### config.mk
export PLATFORM = sky130hd
export DESIGN_NAME = rolling_hash_pattern_search
export DESIGN_NICKNAME = d
export VERILOG_FILES = /design/src/rtl/rhps_pkg.sv /design/src/rtl/rhps_cell.sv /design/src/rtl/rolling_hash_pattern_search.sv
export VERILOG_INCLUDE_DIRS = /design/src /design/src/rtl
export SDC_FILE = /design/constraint.sdc
export NUM_CORES = 1
export LEC_CHECK = 0
export BUFFER_PORTS_ARGS = -buffer_cell sky130_fd_sc_hd__buf_2
export CAP_MARGIN = 20
export CORE_MARGIN = 4
export CORE_UTILIZATION = 45
export CTS_CLUSTER_SIZE = 16
export DETAILED_ROUTE_END_ITERATION = 12
export HOLD_SLACK_MARGIN = 0.03
export PLACE_DENSITY = 0.66
export SLEW_MARGIN = 20
export SYNTH_ARGS = -nofsm -noshare
export SYNTH_HDL_FRONTEND = slang
export SYNTH_HIERARCHICAL = 1
export SYNTH_SLANG_ARGS = --single-unit
### constraint.sdc
create_clock -name clock -period 8.3 [get_ports clock]
set_clock_uncertainty 0.1 [all_clocks]
set_input_delay 0.415 -clock clock [delete_from_list [all_inputs] [get_ports clock]]
set_output_delay 0.415 -clock clock [all_outputs]
set_load 0.1 [all_outputs]
### src/rtl/rolling_hash_pattern_search_assert.svh
// Assertion macros for the rolling hash pattern search block.
// Used by the top level; needs a clock and reset in scope.
`ifndef ROLLING_HASH_PATTERN_SEARCH_ASSERT_SVH
`define ROLLING_HASH_PATTERN_SEARCH_ASSERT_SVH

// Implication checked at every clock edge outside reset.
`define RHPS_ASSERT_IMPL(lbl, cond, prop, msg) \
   lbl: assert property (@(posedge clock) disable iff (reset) (cond) |-> (prop)) else $error(msg);

// Next-cycle implication checked outside reset.
`define RHPS_ASSERT_NEXT(lbl, cond, prop, msg) \
   lbl: assert property (@(posedge clock) disable iff (reset) (cond) |=> (prop)) else $error(msg);

`endif

### src/rtl/rhps_pkg.sv
// Shared types and constants for the rolling hash pattern search block.
// No dependencies.
package rhps_pkg;

   localparam int BYTE_W  = 8;
   localparam int LEN_W   = 5;
   localparam int IDX_W   = 4;
   localparam int POS_W   = 32;
   localparam int REG_W   = 64;
   localparam int CSR_IDX_W = 2;

   localparam logic [CSR_IDX_W-1:0] CSR_PATTERN_LOW  = 2'd0;
   localparam logic [CSR_IDX_W-1:0] CSR_PATTERN_HIGH = 2'd1;
   localparam logic [CSR_IDX_W-1:0] CSR_PATTERN_LEN  = 2'd2;

   typedef struct packed {
      logic shift;
      logic clear;
   } cell_ctl_type;

endpackage

### src/rtl/rhps_cell.sv
// One window cell: holds one text byte, hands it to the next cell on shift,
// and compares its incoming byte with its pattern byte. Uses rhps_pkg.
module rhps_cell (
   input  logic                        clock,
   input  rhps_pkg::cell_ctl_type      ctl,
   input  logic [rhps_pkg::BYTE_W-1:0] byte_in,
   input  logic [rhps_pkg::BYTE_W-1:0] pat_byte,
   input  logic                        active,
   output logic [rhps_pkg::BYTE_W-1:0] byte_out,
   output logic                        hit
);

   logic [rhps_pkg::BYTE_W-1:0] byte_ff;
   logic [rhps_pkg::BYTE_W-1:0] byte_load_in;

   always_comb begin
      byte_load_in = ctl.clear ? '0 : byte_in;
   end

   always_ff @(posedge clock) begin
      if (ctl.shift) begin
         byte_ff <= byte_load_in;
      end
   end

   assign byte_out = byte_ff;
   assign hit      = !active || (byte_load_in == pat_byte);

endmodule

### src/rtl/rolling_hash_pattern_search.sv
// Top level of the rolling hash pattern search block.
// Uses rhps_pkg, rhps_cell and rolling_hash_pattern_search_assert.svh.
//
// Text enters one byte per word on the req_ channel; req_text_start marks the
// first byte of a new text and clears the window, fill count and position.
// Every accepted word gives one rsp_ word: rsp_match_found is set when the
// last pattern_length bytes equal the pattern, and rsp_match_position is the
// zero-based index of the first byte of that window (0 when no match).
// rsp_valid rises in the cycle after acceptance. Throughput is one word per
// cycle while the receiver does not stall: a chain of PATTERN_MAX byte cells
// shifts and compares in parallel, and the result goes to an output register.
// When the receiver stalls, the held result stays and req_stall rises for as
// long as the output register is full and stalled. The user must write the
// pattern registers through csr_ only while idle; the block does not enforce
// it. Reset clears pattern, fill count and position and sets the length to one.
`include "rolling_hash_pattern_search_assert.svh"

module rolling_hash_pattern_search #(
   parameter int PATTERN_MAX = 16
) (
   input  logic                            clock,
   input  logic                            reset,
   input  logic                            req_valid,
   output logic                            req_stall,
   input  logic [rhps_pkg::BYTE_W-1:0]     req_text_byte,
   input  logic                            req_text_start,
   output logic                            rsp_valid,
   input  logic                            rsp_stall,
   output logic                            rsp_match_found,
   output logic [rhps_pkg::POS_W-1:0]      rsp_match_position,
   input  logic                            csr_wr_en,
   input  logic [rhps_pkg::CSR_IDX_W-1:0]  csr_index,
   input  logic [rhps_pkg::REG_W-1:0]      csr_write_data
);

   localparam logic [rhps_pkg::LEN_W-1:0] LEN_MAX = rhps_pkg::LEN_W'(PATTERN_MAX);
   localparam logic [rhps_pkg::POS_W-1:0] POS_SAT = '1;

   logic [rhps_pkg::REG_W-1:0]  pat_low_ff;
   logic [rhps_pkg::REG_W-1:0]  pat_high_ff;
   logic [rhps_pkg::LEN_W-1:0]  pat_len_ff;
   logic [rhps_pkg::LEN_W-1:0]  fill_ff;
   logic [rhps_pkg::LEN_W-1:0]  fill_in;
   logic [rhps_pkg::POS_W-1:0]  count_ff;
   logic [rhps_pkg::POS_W-1:0]  count_in;
   logic                        rsp_valid_ff;
   logic                        rsp_valid_in;
   logic                        match_ff;
   logic                        match_in;
   logic [rhps_pkg::POS_W-1:0]  pos_ff;
   logic [rhps_pkg::POS_W-1:0]  pos_in;

   logic                        accept;
   logic [rhps_pkg::LEN_W-1:0]  eff_len;
   logic [rhps_pkg::LEN_W-1:0]  fill_base;
   logic [rhps_pkg::LEN_W-1:0]  fill_next;
   logic [rhps_pkg::POS_W-1:0]  idx;
   logic [2*rhps_pkg::REG_W-1:0] pat_all;
   logic [PATTERN_MAX-1:0]      hits;

   logic [rhps_pkg::BYTE_W-1:0] cell_q [PATTERN_MAX];

   assign accept    = req_valid && !req_stall;
   assign req_stall = rsp_valid_ff && rsp_stall;
   assign pat_all   = {pat_high_ff, pat_low_ff};

   always_comb begin
      priority if (pat_len_ff == '0) begin
         eff_len = rhps_pkg::LEN_W'(1);
      end else if (pat_len_ff > LEN_MAX) begin
         eff_len = LEN_MAX;
      end else begin
         eff_len = pat_len_ff;
      end
   end

   // Window chain: cell 0 takes the new byte, cell k takes cell k-1.
   for (genvar k = 0; k < PATTERN_MAX; k++) begin : g_cell
      rhps_pkg::cell_ctl_type      ctl;
      logic [rhps_pkg::BYTE_W-1:0] byte_in;
      logic [rhps_pkg::LEN_W-1:0]  pat_pos;
      logic [rhps_pkg::BYTE_W-1:0] pat_byte;
      logic                        active;

      assign active   = rhps_pkg::LEN_W'(k) < eff_len;
      assign pat_pos  = eff_len - rhps_pkg::LEN_W'(1) - rhps_pkg::LEN_W'(k);
      assign pat_byte = pat_all[pat_pos[rhps_pkg::IDX_W-1:0]*rhps_pkg::BYTE_W +:
                                rhps_pkg::BYTE_W];
      assign ctl.shift = accept;

      if (k == 0) begin : g_head
         assign byte_in   = req_text_byte;
         assign ctl.clear = 1'b0;
      end else begin : g_body
         assign byte_in   = cell_q[k-1];
         assign ctl.clear = req_text_start;
      end

      rhps_cell u_cell (
         .clock    (clock),
         .ctl      (ctl),
         .byte_in  (byte_in),
         .pat_byte (pat_byte),
         .active   (active),
         .byte_out (cell_q[k]),
         .hit      (hits[k])
      );
   end

   always_comb begin
      fill_base = req_text_start ? '0 : fill_ff;
      idx       = req_text_start ? '0 : count_ff;
      fill_next = (fill_base < LEN_MAX) ? fill_base + rhps_pkg::LEN_W'(1) : fill_base;
      count_in  = (idx == POS_SAT) ? idx : idx + rhps_pkg::POS_W'(1);
      fill_in   = fill_next;
      match_in  = (fill_next >= eff_len) && (&hits);
      pos_in    = match_in ?
                  idx - rhps_pkg::POS_W'(eff_len - rhps_pkg::LEN_W'(1)) : '0;
      rsp_valid_in = accept || (rsp_valid_ff && rsp_stall);
   end

   always_ff @(posedge clock) begin
      if (reset) begin
         pat_low_ff   <= '0;
         pat_high_ff  <= '0;
         pat_len_ff   <= rhps_pkg::LEN_W'(1);
         fill_ff      <= '0;
         count_ff     <= '0;
         rsp_valid_ff <= 1'b0;
      end else begin
         if (csr_wr_en) begin
            unique case (csr_index)
               rhps_pkg::CSR_PATTERN_LOW:  pat_low_ff  <= csr_write_data;
               rhps_pkg::CSR_PATTERN_HIGH: pat_high_ff <= csr_write_data;
               rhps_pkg::CSR_PATTERN_LEN:  pat_len_ff  <= csr_write_data[rhps_pkg::LEN_W-1:0];
               default: ;
            endcase
         end
         if (accept) begin
            fill_ff  <= fill_in;
            count_ff <= count_in;
         end
         rsp_valid_ff <= rsp_valid_in;
      end
   end

   always_ff @(posedge clock) begin
      if (accept) begin
         match_ff <= match_in;
         pos_ff   <= pos_in;
      end
   end

   assign rsp_valid          = rsp_valid_ff;
   assign rsp_match_found    = match_ff;
   assign rsp_match_position = pos_ff;

   `RHPS_ASSERT_IMPL(a_pos_zero_on_miss, rsp_valid_ff && !match_ff, pos_ff == '0, "position set without match")
   `RHPS_ASSERT_NEXT(a_start_no_match, accept && req_text_start && eff_len != rhps_pkg::LEN_W'(1), !match_ff, "match on first byte of long pattern")
   `RHPS_ASSERT_NEXT(a_accept_gives_rsp, accept, rsp_valid_ff, "accepted word gave no result")
   `RHPS_ASSERT_IMPL(a_fill_bound, 1'b1, fill_ff <= LEN_MAX, "fill count beyond window")

endmodule

==> flow_summary.ini <==
[run_status]
outcome = finished, final reports clean

[place]
dp.final_hpwl_um = 56600
dp_cells = 3163
port_buffers = 114
routabilityCongestion = 1.01

[global_routing]
grt_antenna_before_repair = 0
grt_max_degree = 106
grt_pass1_vias = 18404
grt_pass1_wl_um = 112000
grt_use_total_pct = 26.9
overflow = 0

[routing]
wire_per_inst_um = 22.9
vias_per_cell = 5.95
drc = 0
drt_iter0_markers = 1826
wl_met1_um = 32000
via_count = 19608
wl_met2_um = 34500
dr_wl_met3_um = 5030
dr.pass1.iters = 5
top_layer_used = met4
wirelength_um = 75400
ant_nets = 0

[power]
power.switching_mw = 1.44
ir_drop_v = 0.000161
p_seq_share_pct = 40.3
switching_share_pct = 31.5
p_leak_nw = 9.51
p_per_area_nw_per_um2 = 177
p_int_mw = 3.13
clock_power_share_pct = 37.6
pwr-share-comb_pct = 22.1
power_mw = 4.57

[floorplan]
die_w_um = 233
floorplan.rows = 82
die_area_um2 = 54200
die_y_um = 233
coreArea_um2 = 50100
pin_count = 115
start_util_pct = 45.4

[clock_network]
htree_levels = 2
clockRootBuffer = clkbuf_16
cts_num_sinks = 324
clkLatencyLatePin_ns = 0.57
cts_setup_buffers = 0
cts_tree = done
cts.path.max_buffers = 3
clk_pin_slew_worst_paths_ns = 0.07
numCtsBuffers = 38

[timing]
period_share_pct = 86.9
period_minus_slack_ns = 7.21
setup_viol = 0
slew_headroom_pct = 26.3
hold_viol = 0
drv_slew = 0
max_clock_freq_ghz = 0.139
worstMarginPinSlew_ns = 1.11
tns_ns = 0
grt_setup_unrepaired = no

[worst_setup_path]
crit_arrival_ns = 7.56
start_kind = flop
r2r-end = rsp_match_position[27]
reg2regPathDepth = 19
crit_required_ns = 8.65
rrSetupSlack_ns = 1.09
r2r_start = pat_len_ff[4]
crit_path_max_fanout = 60
cp-end-kind = flop
critPathKind = reg2reg

[synth]
synth-warning-count = 6
syn_area_per_cell_um2 = 9.20
syn_area_um2 = 22700
syn_inst = 2473

[min_path]
hold_path_depth = 3
hold_class = in2reg
hold_start = csr_write_data[3]
hold_end = pat_high_ff[3]

[final_layout]
num_antenna_cells = 0
fill_cells = 4675
layout_commonest_cell = mux2i_1
nets = 2708
drive_gt1_share_pct = 9.73
fin_cells = 3293
final_cell_mix = mux2i_1 (517), nand2_1 (363), nor2_1 (224)
syn2layout_area_growth_pct = 13.3

[job]
maxCapViolCount = 0
==> how the worst max path moves through the flow <==
stage / from / slack [ns] / end
6_report: pat_len_ff[4] / 1.09 / rsp_match_position[27]
5_1_grt: pat_len_ff[4] / 0.98 / rsp_match_position[27]
4_1_cts: pat_len_ff[4] / 1.26 / rsp_match_position[27]
3_5_place_dp: pat_len_ff[4] / 1.31 / rsp_match_position[27]
3_3_place_gp: pat_len_ff[4] / 1.42 / rsp_match_position[1]
2_1_floorplan: rsp_valid / 1.76 / count_ff[28]
==> final cells by class <==
type | count | area, µm² | share of cell area [%]
multi-input combinational | 2002 | 14200 | 55.0
sequential | 324 | 8020 | 31.1
tap | 672 | 841 | 3.26
clock inverter | 15 | 173 | 0.670
clock buffer | 53 | 1070 | 4.16
timing repair buffer | 201 | 1400 | 5.42
inverter | 26 | 104 | 0.403
==> power groups by stage <==
stage | sequential, mW | combinational [mW] | clock, mW
after global placement | 1.87 | 0.953 | 0
after CTS | 1.84 | 0.996 | 1.75
after detailed placement | 1.87 | 0.972 | 0
final | 1.84 | 1.01 | 1.72
after floorplan | 1.95 | 0.623 | 0
after global routing | 1.85 | 1.06 | 1.81
==> registers in the layout, indices dropped and copies added (netlist names) <==
register and flops:
pat_len_ff 5, count_ff 32, pat_high_ff 64, rsp_match_found 1, fill_ff 5, rsp_valid 1
g_cell.u_cell/byte_out 120, pat_low_ff 64, rsp_match_position 32
==> repair_timing <==
item	4_1_cts	5_1_grt
resized for setup	0	0
hold buffers	62	0
hold endpoints to repair	122	0
==> worst max-delay path, stage by stage (launching register included) <==
cell       delay (ns)
dfxtp_1          0.56
inv_1            0.29
o21ai_4          0.15
buf_4            0.74
inv_1            0.15
ha_1             0.32
xor2_4           0.76
buf_4            0.39
mux2i_1          0.60
mux2i_1          0.27
nor4bb_1         0.31
a31oi_1          0.07
o32a_1           0.21
o41ai_2          0.42
nand4_1          0.22
nor4_1           0.68
o2111ai_2        0.21
buf_4            0.30
inv_1            0.13
o211a_1          0.14
==> per-stage QoR <==
stage / instance area (µm²) / util [%] / hold slack [ns] / setup slack (ns)
final: 25800 / 51.5 / 0.0669 / 1.09
after global routing: 25800 / 51.5 / 0.0678 / 0.979
after CTS: 25800 / 51.4 / 0.0434 / 1.26
after detailed placement: 23900 / 47.7 / 0.362 / 1.31
after global placement: 23900 / 47.7 / 0.355 / 1.42
after floorplan: 22800 / - / 0.348 / 1.76
==> per-layer routing <==
layer | vias up | global-route usage [%]
met5 | - | 0
met4 | 0 | 12.2
met3 | 158 | 3.48
met2 | 694 | 43.3
met1 | 9558 | 36.2
li1 | 9198 | -
No activity file was read; power rests on OpenSTA's default activity.
